### src/hdl/i2cme_pkg.sv
// Shared types and constants for the I2C master byte engine.
package i2cme_pkg;

	// Command codes carried in the operation field
	localparam logic [2:0] OP_NONE  = 3'd0;
	localparam logic [2:0] OP_START = 3'd1;
	localparam logic [2:0] OP_STOP  = 3'd2;
	localparam logic [2:0] OP_WRITE = 3'd3;
	localparam logic [2:0] OP_READ  = 3'd4;

	localparam logic [3:0]  BITS_PER_BYTE   = 4'd8;
	localparam logic [15:0] HALF_PERIOD_RST = 16'd250;

	typedef struct packed {
		logic [2:0] operation;
		logic [7:0] tx_byte;
		logic       send_nack;
		logic       sda_level;
	} cmd_t;

	typedef struct packed {
		logic       scl_level;
		logic       sda_release;
		logic       busy_res;
		logic       done_res;
		logic [7:0] rx_byte;
		logic       ack_seen;
	} rsp_t;

endpackage

### src/hdl/i2cme_if.sv
// Valid/ready channel interfaces for command words, result words and configuration.
interface i2cme_cmd_if;
	logic       valid;
	logic       ready;
	logic [2:0] operation;
	logic [7:0] tx_byte;
	logic       send_nack;
	logic       sda_level;

	modport source (output valid, operation, tx_byte, send_nack, sda_level, input ready);
	modport sink (input valid, operation, tx_byte, send_nack, sda_level, output ready);
endinterface

interface i2cme_rsp_if;
	logic       valid;
	logic       ready;
	logic       scl_level;
	logic       sda_release;
	logic       busy_res;
	logic       done_res;
	logic [7:0] rx_byte;
	logic       ack_seen;

	modport source (output valid, scl_level, sda_release, busy_res, done_res, rx_byte,
		ack_seen, input ready);
	modport sink (input valid, scl_level, sda_release, busy_res, done_res, rx_byte,
		ack_seen, output ready);
endinterface

interface i2cme_cfg_if;
	logic        valid;
	logic        ready;
	logic [15:0] half_period;

	modport source (output valid, half_period, input ready);
	modport sink (input valid, half_period, output ready);
endinterface

### src/hdl/i2cme_engine.sv
// Pin sequencer: advances the bus state by one tick per command word.
module i2cme_engine (
	input  logic                clk,
	input  logic                arst_n,
	input  logic                tick,
	input  i2cme_pkg::cmd_t     cmd,
	input  logic [15:0]         half_period,
	output i2cme_pkg::rsp_t     rsp
);
	import i2cme_pkg::*;

	typedef enum logic [3:0] {
		PH_IDLE, PH_START_A, PH_START_B, PH_STOP_A, PH_STOP_B,
		PH_WR_LOW, PH_WR_HIGH, PH_RD_LOW, PH_RD_HIGH
	} phase_t;

	phase_t      phase_q, phase_d;
	logic [3:0]  bit_cnt_q, bit_cnt_d;
	logic [15:0] tick_cnt_q, tick_cnt_d;
	logic [7:0]  shift_q, shift_d;
	logic [7:0]  rx_q, rx_d;
	logic        ack_q, ack_d;
	logic        nack_q, nack_d;
	logic        scl_q, scl_d;
	logic        sda_q, sda_d;
	logic        done;
	logic [3:0]  bit_inc;
	logic [7:0]  shift_in;
	logic        half_end;

	assign bit_inc  = bit_cnt_q + 4'd1;
	assign shift_in = {shift_q[6:0], cmd.sda_level};
	assign half_end = ({1'b0, tick_cnt_q} + 17'd1) >= {1'b0, half_period};

	// Next state for this tick
	always_comb begin
		phase_d    = phase_q;
		bit_cnt_d  = bit_cnt_q;
		tick_cnt_d = tick_cnt_q;
		shift_d    = shift_q;
		rx_d       = rx_q;
		ack_d      = ack_q;
		nack_d     = nack_q;
		scl_d      = scl_q;
		sda_d      = sda_q;
		done       = 1'b0;
		if (tick) begin
			if (phase_q == PH_IDLE) begin
				// Launch a new command; unknown codes do nothing
				unique case (cmd.operation)
					OP_START: begin
						tick_cnt_d = '0; bit_cnt_d = '0;
						scl_d = 1'b1; sda_d = 1'b1; phase_d = PH_START_A;
					end
					OP_STOP: begin
						tick_cnt_d = '0; bit_cnt_d = '0;
						scl_d = 1'b0; sda_d = 1'b0; phase_d = PH_STOP_A;
					end
					OP_WRITE: begin
						tick_cnt_d = '0; bit_cnt_d = '0;
						scl_d   = 1'b0;
						sda_d   = cmd.tx_byte[7];
						shift_d = {cmd.tx_byte[6:0], 1'b0};
						phase_d = PH_WR_LOW;
					end
					OP_READ: begin
						tick_cnt_d = '0; bit_cnt_d = '0;
						scl_d   = 1'b0; sda_d = 1'b1;
						shift_d = '0;
						nack_d  = cmd.send_nack;
						phase_d = PH_RD_LOW;
					end
					default: ;
				endcase
			end else if (half_end) begin
				// Half period over: take the pin action
				tick_cnt_d = '0;
				unique case (phase_q)
					PH_START_A: begin sda_d = 1'b0; phase_d = PH_START_B; end
					PH_START_B: begin scl_d = 1'b0; phase_d = PH_IDLE; done = 1'b1; end
					PH_STOP_A:  begin scl_d = 1'b1; phase_d = PH_STOP_B; end
					PH_STOP_B:  begin sda_d = 1'b1; phase_d = PH_IDLE; done = 1'b1; end
					PH_WR_LOW:  begin scl_d = 1'b1; phase_d = PH_WR_HIGH; end
					PH_WR_HIGH: begin
						scl_d = 1'b0;
						if (bit_cnt_q >= BITS_PER_BYTE) begin
							ack_d   = cmd.sda_level;
							phase_d = PH_IDLE;
							done    = 1'b1;
						end else begin
							bit_cnt_d = bit_inc;
							if (bit_inc < BITS_PER_BYTE) begin
								sda_d   = shift_q[7];
								shift_d = {shift_q[6:0], 1'b0};
							end else begin
								sda_d = 1'b1;
							end
							phase_d = PH_WR_LOW;
						end
					end
					PH_RD_LOW:  begin scl_d = 1'b1; phase_d = PH_RD_HIGH; end
					PH_RD_HIGH: begin
						scl_d = 1'b0;
						if (bit_cnt_q >= BITS_PER_BYTE) begin
							phase_d = PH_IDLE;
							done    = 1'b1;
						end else begin
							shift_d   = shift_in;
							bit_cnt_d = bit_inc;
							if (bit_inc >= BITS_PER_BYTE) begin
								rx_d  = shift_in;
								sda_d = nack_q;
							end
							phase_d = PH_RD_LOW;
						end
					end
					default: phase_d = PH_IDLE;
				endcase
			end else begin
				tick_cnt_d = tick_cnt_q + 16'd1;
			end
		end
	end

	// Result of this tick, seen after the update
	always_comb begin
		rsp.scl_level   = scl_d;
		rsp.sda_release = sda_d;
		rsp.busy_res    = (phase_d != PH_IDLE);
		rsp.done_res    = done;
		rsp.rx_byte     = rx_d;
		rsp.ack_seen    = ack_d;
	end

	// Hold sequencer state
	always_ff @(posedge clk or negedge arst_n) begin
		if (!arst_n) begin
			phase_q    <= PH_IDLE;
			bit_cnt_q  <= '0;
			tick_cnt_q <= '0;
			shift_q    <= '0;
			rx_q       <= '0;
			ack_q      <= 1'b0;
			nack_q     <= 1'b0;
			scl_q      <= 1'b1;
			sda_q      <= 1'b1;
		end else begin
			phase_q    <= phase_d;
			bit_cnt_q  <= bit_cnt_d;
			tick_cnt_q <= tick_cnt_d;
			shift_q    <= shift_d;
			rx_q       <= rx_d;
			ack_q      <= ack_d;
			nack_q     <= nack_d;
			scl_q      <= scl_d;
			sda_q      <= sda_d;
		end
	end

endmodule

### src/hdl/i2cme_rsp_buf.sv
// Two-entry result buffer: output register plus skid entry.
module i2cme_rsp_buf (
	input  logic            clk,
	input  logic            arst_n,
	input  logic            push,
	input  i2cme_pkg::rsp_t push_data,
	output logic            room,
	output logic            out_valid,
	input  logic            out_ready,
	output i2cme_pkg::rsp_t out_data
);
	import i2cme_pkg::*;

	rsp_t       head_q;
	rsp_t       skid_q;
	logic [1:0] cnt_q;
	logic       pop;

	assign pop       = out_valid && out_ready;
	assign out_valid = (cnt_q != 2'd0);
	assign out_data  = head_q;
	assign room      = (cnt_q != 2'd2);

	// Track fill level
	always_ff @(posedge clk or negedge arst_n) begin
		if (!arst_n) begin
			cnt_q <= '0;
		end else if (push && !pop) begin
			cnt_q <= cnt_q + 2'd1;
		end else if (pop && !push) begin
			cnt_q <= cnt_q - 2'd1;
		end
	end

	// Move words between head and skid
	always_ff @(posedge clk) begin
		if (pop) begin
			if (push && cnt_q == 2'd1) begin
				head_q <= push_data;
			end else begin
				head_q <= skid_q;
			end
			if (push && cnt_q == 2'd2) begin
				skid_q <= push_data;
			end
		end else if (push) begin
			if (cnt_q == 2'd0) begin
				head_q <= push_data;
			end else begin
				skid_q <= push_data;
			end
		end
	end

endmodule

### src/hdl/i2c_master_byte_engine.sv
// Top level of the I2C master byte engine.
// Each command word is one tick of the bus timing and yields exactly one result word
// with the pin levels, busy and done flags, the last received byte and the last ack
// sample. One word is taken every clock cycle unless a full result buffer blocks the
// input register. A word passes through the input register, the pin sequencer and a
// two-entry result buffer, and its result is offered on the result channel once it is
// written into the buffer. The buffer lets the input keep flowing for one extra word
// while a result waits; the input register holds when the buffer is full.
// SCL and SDA change once every half_period ticks (reset 250, zero acts as one).
// Commands that arrive while busy and codes above 4 are ignored.
module i2c_master_byte_engine (
	input  logic        clk,
	input  logic        arst_n,
	i2cme_cmd_if.sink   cmd,
	i2cme_rsp_if.source rsp,
	i2cme_cfg_if.sink   cfg
);
	import i2cme_pkg::*;

	logic        valid_s1;
	cmd_t        cmd_s1;
	logic        room;
	logic        s1_fire;
	logic [15:0] half_period_q;
	rsp_t        rsp_d;
	rsp_t        rsp_out;

	assign s1_fire   = valid_s1 && room;
	assign cmd.ready = !valid_s1 || room;
	assign cfg.ready = 1'b1;

	// Hold the half period register
	always_ff @(posedge clk or negedge arst_n) begin
		if (!arst_n) begin
			half_period_q <= HALF_PERIOD_RST;
		end else if (cfg.valid) begin
			half_period_q <= cfg.half_period;
		end
	end

	// Input register
	always_ff @(posedge clk or negedge arst_n) begin
		if (!arst_n) begin
			valid_s1 <= 1'b0;
		end else if (cmd.ready) begin
			valid_s1 <= cmd.valid;
		end
	end

	always_ff @(posedge clk) begin
		if (cmd.valid && cmd.ready) begin
			cmd_s1 <= '{operation: cmd.operation, tx_byte: cmd.tx_byte,
				send_nack: cmd.send_nack, sda_level: cmd.sda_level};
		end
	end

	i2cme_engine u_engine (
		.clk         (clk),
		.arst_n      (arst_n),
		.tick        (s1_fire),
		.cmd         (cmd_s1),
		.half_period (half_period_q),
		.rsp         (rsp_d)
	);

	i2cme_rsp_buf u_rsp_buf (
		.clk       (clk),
		.arst_n    (arst_n),
		.push      (s1_fire),
		.push_data (rsp_d),
		.room      (room),
		.out_valid (rsp.valid),
		.out_ready (rsp.ready),
		.out_data  (rsp_out)
	);

	// Drive result word onto the channel
	assign rsp.scl_level   = rsp_out.scl_level;
	assign rsp.sda_release = rsp_out.sda_release;
	assign rsp.busy_res    = rsp_out.busy_res;
	assign rsp.done_res    = rsp_out.done_res;
	assign rsp.rx_byte     = rsp_out.rx_byte;
	assign rsp.ack_seen    = rsp_out.ack_seen;

	// A completing tick leaves the engine idle
	a_done_idle: assert property (@(posedge clk) disable iff (!arst_n)
		s1_fire && rsp_d.done_res |-> !rsp_d.busy_res)
		else $error("done reported while still busy");

	// Every command ends with SCL low or SDA released
	a_done_pins: assert property (@(posedge clk) disable iff (!arst_n)
		s1_fire && rsp_d.done_res |-> !rsp_d.scl_level || rsp_d.sda_release)
		else $error("command finished with bad pin levels");

	// A blocked input word stays in place
	a_s1_hold: assert property (@(posedge clk) disable iff (!arst_n)
		valid_s1 && !room |=> valid_s1 && $stable(cmd_s1))
		else $error("input word lost while result buffer full");

endmodule
### src/flat_wrapper.sv
// flat-port wrapper written by rule: the top's interface ports become plain ports
module i2c_master_byte_engine_flat import i2cme_pkg::*;
  (clk, arst_n, cmd_valid, cmd_operation, cmd_tx_byte, cmd_send_nack, cmd_sda_level, cmd_ready, rsp_valid, rsp_scl_level, rsp_sda_release, rsp_busy_res, rsp_done_res, rsp_rx_byte, rsp_ack_seen, rsp_ready, cfg_valid, cfg_half_period, cfg_ready);
  i2cme_cmd_if cmd_i ();
  i2cme_rsp_if rsp_i ();
  i2cme_cfg_if cfg_i ();
  input  logic clk;
  input  logic arst_n;
  input wire logic [$bits(cmd_i.valid)-1:0] cmd_valid;
  input wire logic [$bits(cmd_i.operation)-1:0] cmd_operation;
  input wire logic [$bits(cmd_i.tx_byte)-1:0] cmd_tx_byte;
  input wire logic [$bits(cmd_i.send_nack)-1:0] cmd_send_nack;
  input wire logic [$bits(cmd_i.sda_level)-1:0] cmd_sda_level;
  output wire logic [$bits(cmd_i.ready)-1:0] cmd_ready;
  output wire logic [$bits(rsp_i.valid)-1:0] rsp_valid;
  output wire logic [$bits(rsp_i.scl_level)-1:0] rsp_scl_level;
  output wire logic [$bits(rsp_i.sda_release)-1:0] rsp_sda_release;
  output wire logic [$bits(rsp_i.busy_res)-1:0] rsp_busy_res;
  output wire logic [$bits(rsp_i.done_res)-1:0] rsp_done_res;
  output wire logic [$bits(rsp_i.rx_byte)-1:0] rsp_rx_byte;
  output wire logic [$bits(rsp_i.ack_seen)-1:0] rsp_ack_seen;
  input wire logic [$bits(rsp_i.ready)-1:0] rsp_ready;
  input wire logic [$bits(cfg_i.valid)-1:0] cfg_valid;
  input wire logic [$bits(cfg_i.half_period)-1:0] cfg_half_period;
  output wire logic [$bits(cfg_i.ready)-1:0] cfg_ready;
  assign cmd_i.valid = cmd_valid;
  assign cmd_i.operation = cmd_operation;
  assign cmd_i.tx_byte = cmd_tx_byte;
  assign cmd_i.send_nack = cmd_send_nack;
  assign cmd_i.sda_level = cmd_sda_level;
  assign cmd_ready = cmd_i.ready;
  assign rsp_valid = rsp_i.valid;
  assign rsp_scl_level = rsp_i.scl_level;
  assign rsp_sda_release = rsp_i.sda_release;
  assign rsp_busy_res = rsp_i.busy_res;
  assign rsp_done_res = rsp_i.done_res;
  assign rsp_rx_byte = rsp_i.rx_byte;
  assign rsp_ack_seen = rsp_i.ack_seen;
  assign rsp_i.ready = rsp_ready;
  assign cfg_i.valid = cfg_valid;
  assign cfg_i.half_period = cfg_half_period;
  assign cfg_ready = cfg_i.ready;
  i2c_master_byte_engine u_core (.clk(clk), .arst_n(arst_n), .cmd(cmd_i), .rsp(rsp_i), .cfg(cfg_i));
endmodule
### config.mk
export PLATFORM = sky130hd
export DESIGN_NAME = i2c_master_byte_engine_flat
export DESIGN_NICKNAME = d
export VERILOG_FILES = /design/src/hdl/i2cme_pkg.sv /design/src/hdl/i2cme_if.sv /design/src/hdl/i2cme_engine.sv /design/src/hdl/i2cme_rsp_buf.sv /design/src/hdl/i2c_master_byte_engine.sv /design/src/flat_wrapper.sv
export SDC_FILE = /design/constraint.sdc
export NUM_CORES = 1
export LEC_CHECK = 0
export BUFFER_PORTS_ARGS = -buffer_cell sky130_fd_sc_hd__buf_2
export CORE_MARGIN = 5
export CORE_UTILIZATION = 30
export DETAILED_ROUTE_END_ITERATION = 10
export PLACE_DENSITY = 0.52
export REMOVE_ABC_BUFFERS = 1
export SLEW_MARGIN = 20
export SYNTH_ARGS = -nofsm -noshare
export SYNTH_HDL_FRONTEND = slang
export SYNTH_HIERARCHICAL = 1
export SYNTH_SLANG_ARGS = --single-unit
### constraint.sdc
create_clock -name clk -period 4.8 [get_ports clk]
set_input_delay 0.96 -clock clk [delete_from_list [all_inputs] [get_ports clk]]
set_output_delay 0.96 -clock clk [all_outputs]
set_load 0.02 [all_outputs]
==> summary.md <==
| Metric | Value |
|---|---|
| Slack of the worst reg-to-reg path | 560 ps |
| Final WL | about 10,000 um |
| Number of nets in the final layout | 540 |
| Largest family of logic cells by synthesized area | simple AND/OR/NAND/NOR gates |
| Number of cells traversed by the worst register-to-register path | 15 |
| Port Buf Inserts | 48 |
| Die height | between 100 and 150 um |
| Transition time at the pin with the least slew margin | 933.2 ps |
| Mean instance size in the synthesized netlist | ~12 sq um |
| Worst Setup Start Kind | flip-flop |
| Number of global-route vias before repair | 3,636 |
| Rel. slew slack | 37.21% |
| Final Power | 2.875 mW |
| Number of hold buffers added after CTS | 0 |
| Global-route usage over all layers | between 10% and 20% |
| Routed length per instance | 14.62 um |
| H-tree Lvls | 3 |
| Post-route cell area | between 0.005 and 0.006 sq mm |
| Worst setup path startpoint | u_core/u_engine/tick_cnt_q[2] |
| CTS tree | built |
| # setup viols final | 0 |
| Clock buffers created by TritonCTS | 9 |
| Leak | 2.647 nW |
| Most used flip-flop cell after synthesis | sky130_fd_sc_hd__dfrtp_1 |
| Number of synthesized register bits | between 100 and 150 |
| Placed Cells incl. Taps | ~700 |
| Wire length of the first global-routing pass | 17,420 um |
| Fraction of the mapped netlist area in compound gates | 10.85% |
| Layout Skew | approximately 9.1 ps |
| Via count | 3,377 |
| Area fraction of the dominant cell type after synthesis | 25.94% |
| Min Clock Period, post-route | 4237 ps |
| Post-route ant nets | 0 |
| Period utilisation layout | between 80% and 90% |
| Total half-perimeter wirelength after legalization and detailed placement | around 7700 um |
| Area growth from synthesis to layout | 12.83% |
| Critical path start-end classification | reg2reg |
| Final cell utilization of the core | around 35% |
| Remaining global-route overflow | 0 |
| Max-cap violations | 0 |
| Final estimated routing congestion in global placement | 0.8261 |
| Critical Path Sink Type | flip-flop |
| Post-Syn Area | 0.005305 sq mm |
| Clk Tree Root Cell | sky130_fd_sc_hd__clkbuf_16 |
| Largest cells by area after synthesis | sky130_fd_sc_hd__dfrtp_1 26%, sky130_fd_sc_hd__edfxtp_1 22%, sky130_fd_sc_hd__ha_1 5.9%, sky130_fd_sc_hd__mux2_4 5.7%, sky130_fd_sc_hd__mux2_2 4.7% |
| Multiplexer area fraction after synthesis | 10.71% |
| Result of the run | complete, no violations |
| Power per cell area | 480.3 mW/mm^2 |
| Setup slack after layout | 562.8 ps |
| Adder-cell share of the synthesized area | 5.896% |
| Sequential area share after synthesis | 51.98% |
| Setup repair after global routing missed its margin | no |
| Clock Pin Slew Worst Setup and Hold Paths | 70 ps |
| Arrival @ worst endpoint | 4340 ps |
| Hold path startpoint | u_core/u_engine/bit_cnt_q[2] |
| TritonCTS sink count | about 100 |
| Number of synthesis warnings | 6 |
| Largest fanout of any net on the critical path | 11 |
| I/O Pins | 50 |
| Die width | 143.0 um |
| Effective utilization at floorplan | 30.67% |
| Maximum resistive drop on vdd | 0.0002114 V |
| Post-Synthesis Cells | 439 |
| Hold worst-path end | u_core/u_engine/bit_cnt_q[2] |
| Fraction of layout cells with a size suffix above 1 | 28.60% |
| DRC violation count after routing | 0 |
| Starting DRC count in detailed routing | approximately 150 |
| Final Max Slew Viols | 0 |
| Proportion of synthesized flip-flops having asynchronous set or reset | 61.76% |
| Maximum buffer depth of the clock tree | 2 |
| Post-CTS repair timing setup buffer count | 0 |
| Number of enable-type register cells in the synthesized netlist | 39 |
| Maximum clock rate | 0.2360 GHz |
| FF-to-FF End | u_core/u_rsp_buf/out_data[0] |
| Leading cell types in the layout, fill and taps excluded | 55 x sky130_fd_sc_hd__dfrtp_1, 48 x sky130_fd_sc_hd__buf_2, 40 x sky130_fd_sc_hd__nand2_1, 39 x sky130_fd_sc_hd__edfxtp_1, 27 x sky130_fd_sc_hd__inv_1 |
| Via-per-instance ratio | 4.750 |
| Count of placed standard cells in the final layout, fillers left out | 711 |
| Setup TNS | 0 ps |
| Die area | 0.02044 sq mm |
| Detailed-routing iteration count for the pre-antenna-repair pass | 4 |
| Row count | 48 |
| Final hold violation count | 0 |
| Placed Area | 0.005703 sq mm |
| Largest net degree at the start of global routing | 43 |
| Most common cell after layout, fill and taps aside | sky130_fd_sc_hd__dfrtp_1 |
| Min-delay worst type | reg2reg |
| Yosys cell types | between 60 and 70 |
| Place WS | 573.2 ps |
| Inserted Diodes | 0 |
| Simple-gate portion of the synthesized area | approximately an eighth |
| Post-synthesis share of cell area spent on xor and xnor gates | 2.972% |
| Core region area | between 0.015 and 0.02 sq mm |
| Critical path data required time | 4910 ps |
| Worst hold path cell count | 1 |
| Worst hold slack across all endpoints | 488.6 ps |
| Clock latency of the later-clocked register in the worst-skew pair | between 300 and 400 ps |
| Number of instances resized during post-cts repair | 0 |
| Initial antenna violation count | 0 |
| Origin of the critical flop-to-flop path | u_core/u_engine/tick_cnt_q[2] |
| Cell taking the most area after synthesis | sky130_fd_sc_hd__dfrtp_1 |
synthesized netlist by cell type (8+ instances only):
| cell | count |
|---|---|
| sky130_fd_sc_hd__a21oi_1 | 10 |
| sky130_fd_sc_hd__a22o_1 | 16 |
| sky130_fd_sc_hd__dfrtp_1 | 55 |
| sky130_fd_sc_hd__dfstp_2 | 8 |
| sky130_fd_sc_hd__edfxtp_1 | 39 |
| sky130_fd_sc_hd__ha_1 | 25 |
| sky130_fd_sc_hd__inv_1 | 27 |
| sky130_fd_sc_hd__mux2_2 | 22 |
| sky130_fd_sc_hd__mux2_4 | 20 |
| sky130_fd_sc_hd__nand2_1 | 40 |
| sky130_fd_sc_hd__nand3_1 | 11 |
| sky130_fd_sc_hd__nor2_1 | 23 |
| sky130_fd_sc_hd__nor3_1 | 10 |
| sky130_fd_sc_hd__o21ai_0 | 20 |
| sky130_fd_sc_hd__xnor2_1 | 11 |
worst max-delay path by stage:
stage,end,cells after the start
2_1_floorplan,u_core/u_rsp_buf/out_data[0],15
3_5_place_dp,u_core/u_rsp_buf/out_data[0],15
4_1_cts,u_core/u_rsp_buf/out_data[0],15
3_3_place_gp,u_core/u_rsp_buf/out_data[10],16
6_report,u_core/u_rsp_buf/out_data[0],15
5_1_grt,u_core/u_rsp_buf/out_data[0],15
state kept, by name, indices dropped and copies added (netlist names):
register / count
u_core/cmd_s1: 13
u_core/half_period_q: 16
u_core/u_engine/ack_q: 1
u_core/u_engine/bit_cnt_q: 4
u_core/u_engine/nack_q: 1
u_core/u_engine/phase_q: 4
u_core/u_engine/rx_q: 8
u_core/u_engine/scl_q: 1
u_core/u_engine/sda_q: 1
u_core/u_engine/shift_q: 8
u_core/u_engine/tick_cnt_q: 16
u_core/u_rsp_buf/cnt_q: 2
u_core/u_rsp_buf/out_data: 13
u_core/u_rsp_buf/skid_q: 13
u_core/valid_s1: 1
kinds of logic after synthesis:
kind of cell             after synthesis
AND/OR/NAND/NOR                      126
adder cells (fa/ha/maj)               25
other                                  1
XOR/XNOR                              18
AO/OA/AOI/OAI                         75
multiplexers                          44
flip-flops                           102
buffers and inverters                 48
critical path, stage by stage, from the launching register on:
cell and delay, ps:
sky130_fd_sc_hd__dfrtp_1 450, sky130_fd_sc_hd__nand3_1 120, sky130_fd_sc_hd__nor2_1 190, sky130_fd_sc_hd__nand3_1 200, sky130_fd_sc_hd__nor3_1 470, sky130_fd_sc_hd__nand2_1 120, sky130_fd_sc_hd__xnor2_1 170, sky130_fd_sc_hd__ha_1 300
sky130_fd_sc_hd__nand4_1 120, sky130_fd_sc_hd__nor4_1 380, sky130_fd_sc_hd__a311oi_1 140, sky130_fd_sc_hd__o211ai_4 230, sky130_fd_sc_hd__nand2_4 130, sky130_fd_sc_hd__nor4b_2 320, sky130_fd_sc_hd__mux2_2 390, sky130_fd_sc_hd__mux2_4 260
metal layers:
metal  GRT usage [%]  routed length (um)  up-vias
met4           3.152                 159        0
li1                -                   -     1653
met5               0                   0        -
met1           12.75                4555     1631
met2           18.67                5173       76
met3           3.550                 509       17
area by class of cell:
cell class | count | area, sq um
fill | 1737 | 11310
sequential | 102 | 2758
multi-input combinational | 289 | 2298
tap | 225 | 281.5
timing repair buffer | 51 | 262.8
clock buffer | 9 | 225.2
inverter | 28 | 105.1
clock inverter | 7 | 55.05
power breakdown:
part	switching (mW)	internal, mW	total, mW
logic	0.520	0.358	0.878
clock network	0.336	0.359	0.695
registers	0.144	1.16	1.30
total	1.00	1.87	2.88
Note: power is estimated with default switching activity, not from simulation.
